File: src/hdl/rrts_pkg.sv
package rrts_pkg;

    localparam int TASK_SLOTS_DEF = 64;
    localparam int TASK_ID_W      = 6;
    localparam int COUNT_OUT_W    = 7;
    localparam int MIN_SWITCH     = 2;

    typedef enum logic [1:0] {
        ACT_ALLOC  = 2'd0,
        ACT_RUN    = 2'd1,
        ACT_SWITCH = 2'd2,
        ACT_SLEEP  = 2'd3
    } t_action;

    typedef enum logic [1:0] {
        ST_DONE      = 2'd0,
        ST_NO_FREE   = 2'd1,
        ST_RUN_REJ   = 2'd2,
        ST_SLEEP_IGN = 2'd3
    } t_status;

    typedef enum logic [1:0] {
        MARK_FREE  = 2'd0,
        MARK_ALLOC = 2'd1,
        MARK_RUN   = 2'd2
    } t_mark;

    typedef enum logic [1:0] {
        ALU_PASS = 2'd0,
        ALU_INC  = 2'd1,
        ALU_DEC  = 2'd2
    } t_alu_op;

    typedef enum logic [3:0] {
        S_CLEAR,
        S_IDLE,
        S_ALLOC,
        S_RUN,
        S_SWITCH,
        S_SLEEP,
        S_FIND,
        S_DEC_CNT,
        S_DEC_POS,
        S_SHIFT,
        S_SHIFT_WR,
        S_FIX_POS,
        S_JUMP,
        S_DONE
    } t_state;

    typedef struct packed {
        t_status                  status;
        logic [TASK_ID_W-1:0]     allocated_task;
        logic                     jump;
        logic [TASK_ID_W-1:0]     jump_task;
        logic [COUNT_OUT_W-1:0]   running_count;
    } t_result;

endpackage

File: src/hdl/rrts_alu.sv
module rrts_alu #(
    parameter int CW = 7
) (
    input  rrts_pkg::t_alu_op i_op,
    input  logic [CW-1:0]     i_a,
    input  logic [CW-1:0]     i_b,
    output logic [CW-1:0]     o_y,
    output logic              o_ge,
    output logic              o_eq
);

    always_comb begin
        case (i_op)
            rrts_pkg::ALU_INC: o_y = i_a + CW'(1);
            rrts_pkg::ALU_DEC: o_y = i_a - CW'(1);
            default:           o_y = i_a;
        endcase
    end

    assign o_ge = (o_y >= i_b);
    assign o_eq = (o_y == i_b);

endmodule

File: src/hdl/rrts_store.sv
module rrts_store #(
    parameter int TASK_SLOTS = rrts_pkg::TASK_SLOTS_DEF,
    parameter int IW         = $clog2(TASK_SLOTS)
) (
    input  logic                           i_clk,
    input  logic                           i_slot_we,
    input  logic [IW-1:0]                  i_slot_waddr,
    input  logic [1:0]                     i_slot_wdata,
    input  logic [IW-1:0]                  i_slot_raddr,
    output logic [1:0]                     o_slot_rdata,
    input  logic                           i_list_we,
    input  logic [IW-1:0]                  i_list_waddr,
    input  logic [rrts_pkg::TASK_ID_W-1:0] i_list_wdata,
    input  logic [IW-1:0]                  i_list_raddr,
    output logic [rrts_pkg::TASK_ID_W-1:0] o_list_rdata
);

    logic [1:0]                     r_slot_mem [TASK_SLOTS];
    logic [rrts_pkg::TASK_ID_W-1:0] r_list_mem [TASK_SLOTS];

    always_ff @(posedge i_clk) begin
        if (i_slot_we) begin
            r_slot_mem[i_slot_waddr] <= i_slot_wdata;
        end
        o_slot_rdata <= r_slot_mem[i_slot_raddr];
    end

    always_ff @(posedge i_clk) begin
        if (i_list_we) begin
            r_list_mem[i_list_waddr] <= i_list_wdata;
        end
        o_list_rdata <= r_list_mem[i_list_raddr];
    end

endmodule

File: src/hdl/rrts_seq.sv
module rrts_seq #(
    parameter int TASK_SLOTS = rrts_pkg::TASK_SLOTS_DEF,
    parameter int IW         = $clog2(TASK_SLOTS),
    parameter int CW         = $clog2(TASK_SLOTS + 1)
) (
    input  logic                           i_clk,
    input  logic                           i_rst_n,
    input  logic                           i_in_valid,
    output logic                           o_in_ready,
    input  logic [1:0]                     i_action,
    input  logic [rrts_pkg::TASK_ID_W-1:0] i_task_id,
    output logic                           o_res_valid,
    input  logic                           i_res_free,
    output rrts_pkg::t_result              o_res,
    output logic                           o_slot_we,
    output logic [IW-1:0]                  o_slot_waddr,
    output logic [1:0]                     o_slot_wdata,
    output logic [IW-1:0]                  o_slot_raddr,
    input  logic [1:0]                     i_slot_rdata,
    output logic                           o_list_we,
    output logic [IW-1:0]                  o_list_waddr,
    output logic [rrts_pkg::TASK_ID_W-1:0] o_list_wdata,
    output logic [IW-1:0]                  o_list_raddr,
    input  logic [rrts_pkg::TASK_ID_W-1:0] i_list_rdata
);

    localparam logic [IW-1:0] LAST_IDX = IW'(TASK_SLOTS - 1);

    rrts_pkg::t_state               r_state, n_state;
    logic [rrts_pkg::TASK_ID_W-1:0] r_tid, n_tid;
    logic [IW-1:0]                  r_idx, n_idx;
    logic [IW-1:0]                  r_pos, n_pos;
    logic [CW-1:0]                  r_count, n_count;
    logic                           r_wascur, n_wascur;
    logic                           r_before, n_before;
    rrts_pkg::t_result              r_res, n_res;

    rrts_pkg::t_alu_op alu_op;
    logic [CW-1:0]     alu_a, alu_b, alu_y;
    logic              alu_ge, alu_eq;
    logic              tid_ok;
    logic [IW-1:0]     tid_idx;
    logic [IW-1:0]     new_pos;

    rrts_alu #(.CW(CW)) u_alu (
        .i_op (alu_op),
        .i_a  (alu_a),
        .i_b  (alu_b),
        .o_y  (alu_y),
        .o_ge (alu_ge),
        .o_eq (alu_eq)
    );

    assign tid_ok  = (32'(r_tid) < TASK_SLOTS);
    assign tid_idx = IW'(r_tid);

    always_ff @(posedge i_clk) begin
        if (!i_rst_n) begin
            r_state <= rrts_pkg::S_CLEAR;
            r_idx   <= '0;
            r_pos   <= '0;
            r_count <= CW'(1);
        end else begin
            r_state <= n_state;
            r_idx   <= n_idx;
            r_pos   <= n_pos;
            r_count <= n_count;
        end
    end

    always_ff @(posedge i_clk) begin
        r_tid    <= n_tid;
        r_wascur <= n_wascur;
        r_before <= n_before;
        r_res    <= n_res;
    end

    always_comb begin
        n_state  = r_state;
        n_tid    = r_tid;
        n_idx    = r_idx;
        n_pos    = r_pos;
        n_count  = r_count;
        n_wascur = r_wascur;
        n_before = r_before;
        n_res    = r_res;
        new_pos  = r_pos;

        alu_op = rrts_pkg::ALU_PASS;
        alu_a  = CW'(r_idx);
        alu_b  = r_count;

        o_in_ready   = 1'b0;
        o_res_valid  = 1'b0;
        o_slot_we    = 1'b0;
        o_slot_waddr = r_idx;
        o_slot_wdata = rrts_pkg::MARK_FREE;
        o_slot_raddr = r_idx;
        o_list_we    = 1'b0;
        o_list_waddr = r_idx;
        o_list_wdata = '0;
        o_list_raddr = r_idx;

        case (r_state)
            rrts_pkg::S_CLEAR: begin
                o_slot_we    = 1'b1;
                o_slot_wdata = (r_idx == '0) ? rrts_pkg::MARK_RUN : rrts_pkg::MARK_FREE;
                o_list_we    = 1'b1;
                alu_op       = rrts_pkg::ALU_INC;
                if (r_idx == LAST_IDX) begin
                    n_idx   = '0;
                    n_state = rrts_pkg::S_IDLE;
                end else begin
                    n_idx = IW'(alu_y);
                end
            end
            rrts_pkg::S_IDLE: begin
                o_in_ready   = 1'b1;
                o_slot_raddr = (rrts_pkg::t_action'(i_action) == rrts_pkg::ACT_ALLOC)
                               ? '0 : IW'(i_task_id);
                o_list_raddr = '0;
                if (i_in_valid) begin
                    n_tid    = i_task_id;
                    n_idx    = '0;
                    n_res    = '0;
                    case (rrts_pkg::t_action'(i_action))
                        rrts_pkg::ACT_ALLOC:  n_state = rrts_pkg::S_ALLOC;
                        rrts_pkg::ACT_RUN:    n_state = rrts_pkg::S_RUN;
                        rrts_pkg::ACT_SWITCH: n_state = rrts_pkg::S_SWITCH;
                        default:              n_state = rrts_pkg::S_SLEEP;
                    endcase
                end
            end
            rrts_pkg::S_ALLOC: begin
                alu_op = rrts_pkg::ALU_INC;
                if (i_slot_rdata == rrts_pkg::MARK_FREE) begin
                    o_slot_we                = 1'b1;
                    o_slot_wdata             = rrts_pkg::MARK_ALLOC;
                    n_res.allocated_task     = rrts_pkg::TASK_ID_W'(r_idx);
                    n_state                  = rrts_pkg::S_DONE;
                end else if (r_idx == LAST_IDX) begin
                    n_res.status = rrts_pkg::ST_NO_FREE;
                    n_state      = rrts_pkg::S_DONE;
                end else begin
                    n_idx        = IW'(alu_y);
                    o_slot_raddr = IW'(alu_y);
                end
            end
            rrts_pkg::S_RUN: begin
                alu_op = rrts_pkg::ALU_INC;
                alu_a  = r_count;
                if (!tid_ok || i_slot_rdata == rrts_pkg::MARK_RUN ||
                    r_count == CW'(TASK_SLOTS)) begin
                    n_res.status = rrts_pkg::ST_RUN_REJ;
                end else begin
                    o_slot_we    = 1'b1;
                    o_slot_waddr = tid_idx;
                    o_slot_wdata = rrts_pkg::MARK_RUN;
                    o_list_we    = 1'b1;
                    o_list_waddr = IW'(r_count);
                    o_list_wdata = r_tid;
                    n_count      = alu_y;
                end
                n_state = rrts_pkg::S_DONE;
            end
            rrts_pkg::S_SWITCH: begin
                alu_op = rrts_pkg::ALU_INC;
                alu_a  = CW'(r_pos);
                if (r_count >= CW'(rrts_pkg::MIN_SWITCH)) begin
                    new_pos      = alu_ge ? '0 : IW'(alu_y);
                    n_pos        = new_pos;
                    o_list_raddr = new_pos;
                    n_state      = rrts_pkg::S_JUMP;
                end else begin
                    n_state = rrts_pkg::S_DONE;
                end
            end
            rrts_pkg::S_SLEEP: begin
                if (!tid_ok || i_slot_rdata != rrts_pkg::MARK_RUN) begin
                    n_res.status = rrts_pkg::ST_SLEEP_IGN;
                    n_state      = rrts_pkg::S_DONE;
                end else begin
                    o_slot_we    = 1'b1;
                    o_slot_waddr = tid_idx;
                    o_slot_wdata = rrts_pkg::MARK_ALLOC;
                    n_state      = rrts_pkg::S_FIND;
                end
            end
            rrts_pkg::S_FIND: begin
                alu_op = rrts_pkg::ALU_INC;
                if (i_list_rdata == r_tid) begin
                    n_wascur = (r_idx == r_pos);
                    n_before = (r_idx < r_pos);
                    n_state  = rrts_pkg::S_DEC_CNT;
                end else begin
                    n_idx        = IW'(alu_y);
                    o_list_raddr = IW'(alu_y);
                end
            end
            rrts_pkg::S_DEC_CNT: begin
                alu_op  = rrts_pkg::ALU_DEC;
                alu_a   = r_count;
                n_count = alu_y;
                n_state = rrts_pkg::S_DEC_POS;
            end
            rrts_pkg::S_DEC_POS: begin
                alu_op = rrts_pkg::ALU_DEC;
                alu_a  = CW'(r_pos);
                if (r_before) begin
                    n_pos = IW'(alu_y);
                end
                n_state = rrts_pkg::S_SHIFT;
            end
            rrts_pkg::S_SHIFT: begin
                // entry idx still inside the list when idx+1 <= count
                alu_op = rrts_pkg::ALU_INC;
                if (!alu_ge || alu_eq) begin
                    o_list_raddr = IW'(alu_y);
                    n_state      = rrts_pkg::S_SHIFT_WR;
                end else begin
                    n_state = rrts_pkg::S_FIX_POS;
                end
            end
            rrts_pkg::S_SHIFT_WR: begin
                alu_op       = rrts_pkg::ALU_INC;
                o_list_we    = 1'b1;
                o_list_wdata = i_list_rdata;
                n_idx        = IW'(alu_y);
                n_state      = rrts_pkg::S_SHIFT;
            end
            rrts_pkg::S_FIX_POS: begin
                alu_a        = CW'(r_pos);
                new_pos      = alu_ge ? '0 : r_pos;
                n_pos        = new_pos;
                o_list_raddr = new_pos;
                if (r_wascur && r_count != '0) begin
                    n_state = rrts_pkg::S_JUMP;
                end else begin
                    n_state = rrts_pkg::S_DONE;
                end
            end
            rrts_pkg::S_JUMP: begin
                n_res.jump      = 1'b1;
                n_res.jump_task = i_list_rdata;
                n_state         = rrts_pkg::S_DONE;
            end
            rrts_pkg::S_DONE: begin
                o_res_valid = 1'b1;
                if (i_res_free) begin
                    n_state = rrts_pkg::S_IDLE;
                end
            end
            default: begin
                n_state = rrts_pkg::S_IDLE;
            end
        endcase
    end

    always_comb begin
        o_res               = r_res;
        o_res.running_count = rrts_pkg::COUNT_OUT_W'(r_count);
    end

`ifndef SYNTHESIS
    a_count_max: assert property (@(posedge i_clk) disable iff (!i_rst_n)
        r_count <= CW'(TASK_SLOTS))
        else $error("run count above slot count");

    a_pos_in_list: assert property (@(posedge i_clk) disable iff (!i_rst_n)
        (r_state == rrts_pkg::S_IDLE) |-> (CW'(r_pos) < r_count || r_pos == '0))
        else $error("position outside run list");

    a_busy_after_accept: assert property (@(posedge i_clk) disable iff (!i_rst_n)
        (i_in_valid && o_in_ready) |=> !o_in_ready)
        else $error("ready right after accept");

    a_jump_nonempty: assert property (@(posedge i_clk) disable iff (!i_rst_n)
        (o_res_valid && o_res.jump) |-> (r_count != '0))
        else $error("jump with empty run list");
`endif

endmodule

File: src/hdl/round_robin_task_scheduler.sv
// channel  | valid       | ready       | word
// ---------+-------------+-------------+----------------------------------------------
// in       | i_in_valid  | o_in_ready  | i_action, i_task_id
// out      | o_out_valid | i_out_ready | o_status, o_allocated_task, o_jump,
//          |             |             | o_jump_task, o_running_count
//
// One word at a time through a sequencer around one increment/compare unit: alloc scans
// slots from the lowest up, switch adds a jump only with two or more running, and sleep
// searches the run list, shifts the entries after the task and adds a jump if it was current.
// o_in_ready is high in the cycle after a word moves to the output register.
// After reset a clearing pass over all TASK_SLOTS slots runs with o_in_ready low.
// A finished word waits in S_DONE while the output register is full and i_out_ready is low.
module round_robin_task_scheduler #(
    parameter int TASK_SLOTS = rrts_pkg::TASK_SLOTS_DEF
) (
    input  logic                           i_clk,
    input  logic                           i_rst_n,
    input  logic                           i_in_valid,
    output logic                           o_in_ready,
    input  logic [1:0]                     i_action,
    input  logic [rrts_pkg::TASK_ID_W-1:0] i_task_id,
    output logic                           o_out_valid,
    input  logic                           i_out_ready,
    output logic [1:0]                     o_status,
    output logic [rrts_pkg::TASK_ID_W-1:0] o_allocated_task,
    output logic                           o_jump,
    output logic [rrts_pkg::TASK_ID_W-1:0] o_jump_task,
    output logic [rrts_pkg::COUNT_OUT_W-1:0] o_running_count
);

    localparam int IW = $clog2(TASK_SLOTS);
    localparam int CW = $clog2(TASK_SLOTS + 1);

    logic                           slot_we;
    logic [IW-1:0]                  slot_waddr, slot_raddr;
    logic [1:0]                     slot_wdata, slot_rdata;
    logic                           list_we;
    logic [IW-1:0]                  list_waddr, list_raddr;
    logic [rrts_pkg::TASK_ID_W-1:0] list_wdata, list_rdata;

    logic              res_valid, res_free;
    rrts_pkg::t_result res;
    rrts_pkg::t_result r_out;
    logic              r_out_valid;

    assign res_free = !r_out_valid || i_out_ready;

    rrts_seq #(.TASK_SLOTS(TASK_SLOTS), .IW(IW), .CW(CW)) u_seq (
        .i_clk        (i_clk),
        .i_rst_n      (i_rst_n),
        .i_in_valid   (i_in_valid),
        .o_in_ready   (o_in_ready),
        .i_action     (i_action),
        .i_task_id    (i_task_id),
        .o_res_valid  (res_valid),
        .i_res_free   (res_free),
        .o_res        (res),
        .o_slot_we    (slot_we),
        .o_slot_waddr (slot_waddr),
        .o_slot_wdata (slot_wdata),
        .o_slot_raddr (slot_raddr),
        .i_slot_rdata (slot_rdata),
        .o_list_we    (list_we),
        .o_list_waddr (list_waddr),
        .o_list_wdata (list_wdata),
        .o_list_raddr (list_raddr),
        .i_list_rdata (list_rdata)
    );

    rrts_store #(.TASK_SLOTS(TASK_SLOTS), .IW(IW)) u_store (
        .i_clk        (i_clk),
        .i_slot_we    (slot_we),
        .i_slot_waddr (slot_waddr),
        .i_slot_wdata (slot_wdata),
        .i_slot_raddr (slot_raddr),
        .o_slot_rdata (slot_rdata),
        .i_list_we    (list_we),
        .i_list_waddr (list_waddr),
        .i_list_wdata (list_wdata),
        .i_list_raddr (list_raddr),
        .o_list_rdata (list_rdata)
    );

    always_ff @(posedge i_clk) begin
        if (!i_rst_n) begin
            r_out_valid <= 1'b0;
        end else if (res_valid && res_free) begin
            r_out_valid <= 1'b1;
        end else if (i_out_ready) begin
            r_out_valid <= 1'b0;
        end
    end

    always_ff @(posedge i_clk) begin
        if (res_valid && res_free) begin
            r_out <= res;
        end
    end

    assign o_out_valid      = r_out_valid;
    assign o_status         = r_out.status;
    assign o_allocated_task = r_out.allocated_task;
    assign o_jump           = r_out.jump;
    assign o_jump_task      = r_out.jump_task;
    assign o_running_count  = r_out.running_count;

endmodule
File: config.mk
export PLATFORM = sky130hd
export DESIGN_NAME = round_robin_task_scheduler
export DESIGN_NICKNAME = d
export VERILOG_FILES = /design/src/hdl/rrts_pkg.sv /design/src/hdl/rrts_alu.sv /design/src/hdl/rrts_store.sv /design/src/hdl/rrts_seq.sv /design/src/hdl/round_robin_task_scheduler.sv
export SDC_FILE = /design/constraint.sdc
export NUM_CORES = 1
export LEC_CHECK = 0
export BUFFER_PORTS_ARGS = -buffer_cell sky130_fd_sc_hd__buf_2
export CAP_MARGIN = 20
export CORE_ASPECT_RATIO = 1.5
export CORE_UTILIZATION = 65
export CTS_CLUSTER_DIAMETER = 50
export DETAILED_ROUTE_END_ITERATION = 12
export PLACE_DENSITY = 0.9
export SLEW_MARGIN = 0
export SYNTH_ARGS = -nofsm -noshare
export SYNTH_HDL_FRONTEND = slang
export SYNTH_HIERARCHICAL = 1
export SYNTH_SLANG_ARGS = --single-unit
File: constraint.sdc
create_clock -name i_clk -period 13.71 [get_ports i_clk]
set_clock_uncertainty 0.2 [all_clocks]
set_input_delay 0.6855 -clock i_clk [delete_from_list [all_inputs] [get_ports i_clk]]
set_output_delay 0.6855 -clock i_clk [all_outputs]
set_load 0.005 [all_outputs]
==> out/qor.csv <==
metric,value,unit
track_usage,0.3231,
hpwlAfterDp,39180,microns
crit_path_start_kind,flip-flop,
endpoint_kind,flip-flop,
relSlewSlack,0.1236,
htree_num_levels,2,
tns,0,ns
cts_resized,0,
hp-class,input port to flip-flop,
ys_types,80,
routabilityCongestion,0.9892,
grt_pass1_vias,15460,
clockBufferDepth,3,
final_common_cell,edfxtp_1,
synth-main-ff-cell,edfxtp_1,
die-area,0.03963,sq mm
synth_edf_count,557,
placed_cells,1993,
vias_per_cell,7.358,
fp-row-count,88,
cpMaxStageDelayCell,dfxtp_1,
cpPeakStageDelay,0.78,ns
cts_tree,yes,
root_buffer,clkbuf_16,
synth_warnings,6,
most-common-layout-cells,"edfxtp_1, nor2_1, mux4_2",
cts_setup_buffers,0,
nFillCells,2142,
wirelength,64830,microns
cts_hold_buffers,0,
tightest_slew,1.315,ns
path_max_fanout,46,
portBuffers,35,
async_flop_share,0,
period_minus_slack,9.453,ns
cp-endpoint,u_store/o_list_rdata[2]$_DFF_P_,
ys_seq_elements,589,
area_growth_syn_to_layout,9.258,%
syn_inst,1532,
die_w,162.9,microns
diodes,0,
grt-ovfl-total,0,
final_hold_viol_count,0,
path_cells,or2_0 -> nor2_1 -> a31oi_1 -> nor2b_1 -> a221o_1 -> xor2_1 -> ha_1 -> inv_1 -> a222oi_1 -> nor3_2 -> xor2_1 -> ha_1 -> o211a_1 -> a221o_1 -> nand2b_1 -> mux2i_1 -> nor2_1 -> a221oi_1 -> nand3_4 -> buf_4 -> mux4_2 -> a221oi_1 -> o21ai_0 -> a22o_1,
num_vias,15390,
r2r_setup_slack,4.26,ns
coreArea,0.03832,sq mm
layout-drive-gt1-share,0.1985,
cp.depth,24,
finalCritPeriodShare,0.6895,
grt_max_degree,66,
reg2reg_to,u_store/o_list_rdata[2]$_DFF_P_,
synthesis.area,0.02523,sq mm
rsz0062_at_grt,false,
num-nets-final,1585,
drt-pass1-iter-count,8,
clk_pin_slew_worst_paths,0.07,ns
slew_viol_final,0,
antenna_found_initial,0,
yosysSeqAreaShare,0.6883,
grt_pass1_wl,93340,microns
setup_viol,0,
seqCellArea,0.01737,sq mm
wire_per_inst,30.99,microns
syn_area_per_cell,16.47,sq um
worstSkewPairLatency,0.60,ns
reg2reg_from,u_seq/r_state[0]$_SDFFE_PN0P_,
r2r_cells,24,
antenna_left,0,
cp_num_buf_inv,2,
critical_path.top_delay_family,compound AO/OA/AOI/OAI gates,
cts_sinks,589,
status,"finished, final reports clean",
drv_cap,0,
instances_no_fill,2092,
cts_buffers,49,
start_util,0.6585,
critPathKind,flip-flop to flip-flop,
multiInputGateArea,0.007388,sq mm
leakage,8.600,nW
vdd_drop_max,0.1380,mV
syn-num-nets,1560,
die-height,243.3,microns
required,14.00,ns
pin_count,36,
drc,0,
worstSetupStartpoint,u_seq/r_state[0]$_SDFFE_PN0P_,
power_density,202.2,mW/mm^2
drtIter0Drc,2362,
fmax,0.1058,GHz
crit_arrival,9.75,ns
synth_stat cells, drive strengths merged (7+ instances only):
cell,instances,share of area
o21ai,38,0.0077
clkbuf,41,0.0061
a221o,13,0.0052
nor2b,27,0.0067
ha,16,0.0079
a211oi,12,0.0036
and2,12,0.0031
nor3,29,0.0064
buf,48,0.011
mux4,130,0.12
mux2,22,0.0098
inv,22,0.0033
mux2i,27,0.011
nand2,80,0.012
and3,8,0.0020
a21oi,33,0.0065
dfxtp,32,0.025
a221oi,7,0.0024
a22oi,7,0.0021
edfxtp,557,0.66
nand2b,18,0.0048
nand4,9,0.0022
o22ai,12,0.0030
a31oi,13,0.0035
a22o,14,0.0049
xor2,12,0.0042
nand3b,12,0.0036
nand3,22,0.0044
nor2,175,0.026
metrics by stage:
step	setup slack, ns	util	cell area (sq um)	total power [mW]	hold WS, ns
2_1_floorplan	7.231	-	25230	3.565	0.2003
3_3_place_gp	4.677	0.6731	25790	3.974	0.2019
3_5_place_dp	4.478	0.6731	25790	4.060	0.2065
4_1_cts	4.343	0.7156	27420	5.486	0.1013
5_1_grt	3.607	0.7195	27570	5.715	0.09926
6_report	4.257	0.7195	27570	5.575	0.1145
report_power, final:
part           total (mW)  internal (mW)  switching, mW  leakage [nW]
combinational        1.92          0.739           1.18          2.62
clock                1.42          0.790          0.627         0.796
sequential           2.24           2.15         0.0892          5.18
how the worst min path moves through the flow:
stage / start / end / slack (ns) / depth (start not counted)
4_1_cts: i_task_id[1] / u_seq/r_tid[1]$_DFFE_PP_ / 0.10 / 1
3_3_place_gp: u_seq/o_res[17]$_SDFFCE_PN0P_ / o_allocated_task[3]$_DFFE_PP_ / 0.20 / 0
5_1_grt: i_task_id[1] / u_seq/r_tid[1]$_DFFE_PP_ / 0.1 / 1
2_1_floorplan: u_seq/o_res[14]$_SDFFCE_PN0P_ / o_allocated_task[0]$_DFFE_PP_ / 0.20 / 0
6_report: i_task_id[1] / u_seq/r_tid[1]$_DFFE_PP_ / 0.11 / 1
3_5_place_dp: u_seq/o_res[9]$_SDFFCE_PN0P_ / o_jump_task[2]$_DFFE_PP_ / 0.21 / 0
final cells by class:
| type | instances | share of cell area |
|---|---|---|
| Sequential cell | 589 | 0.6300 |
| Multi-Input combinational cell | 830 | 0.2680 |
| Clock buffer | 64 | 0.04875 |
| Tap cell | 495 | 0.02247 |
| Timing Repair Buffer | 63 | 0.01725 |
| Clock inverter | 27 | 0.01030 |
| Inverter | 24 | 0.003268 |
registers in the layout (all words and copies together) (netlist names):
register              cells
u_store/r_list_mem      384
u_seq/r_tid               6
u_seq/o_res              15
o_jump                    1
u_seq/r_before            1
u_seq/r_pos               6
u_store/o_slot_rdata      2
o_jump_task               6
u_store/r_slot_mem      128
o_status                  2
o_out_valid               1
o_allocated_task          6
u_seq/r_state             4
u_seq/alu_b               7
u_seq/r_wascur            1
o_running_count           7
u_seq/r_idx               6
u_store/o_list_rdata      6
kinds of logic after synthesis:
| logic type | count (synthesis) | synth area share |
|---|---|---|
| compound gates | 211 | 0.06199 |
| xor+xnor | 16 | 0.005554 |
| fa+ha+maj | 16 | 0.007934 |
| buf+inv | 113 | 0.02033 |
| flops | 589 | 0.6883 |
| mux | 179 | 0.1382 |
| simple gates | 408 | 0.07771 |
routing by layer:
metal / vias to the layer above / share of wire / track usage / wire (microns)
met5: - / 0 / 0 / 0
met4: 0 / 0.077 / 0.2067 / 4999
met3: 366 / 0.10 / 0.05448 / 6574
met2: 1390 / 0.51 / 0.5594 / 33200
met1: 7491 / 0.31 / 0.3692 / 20050
li1: 6145 / - / - / -
Power figures use the tool's default switching activity.
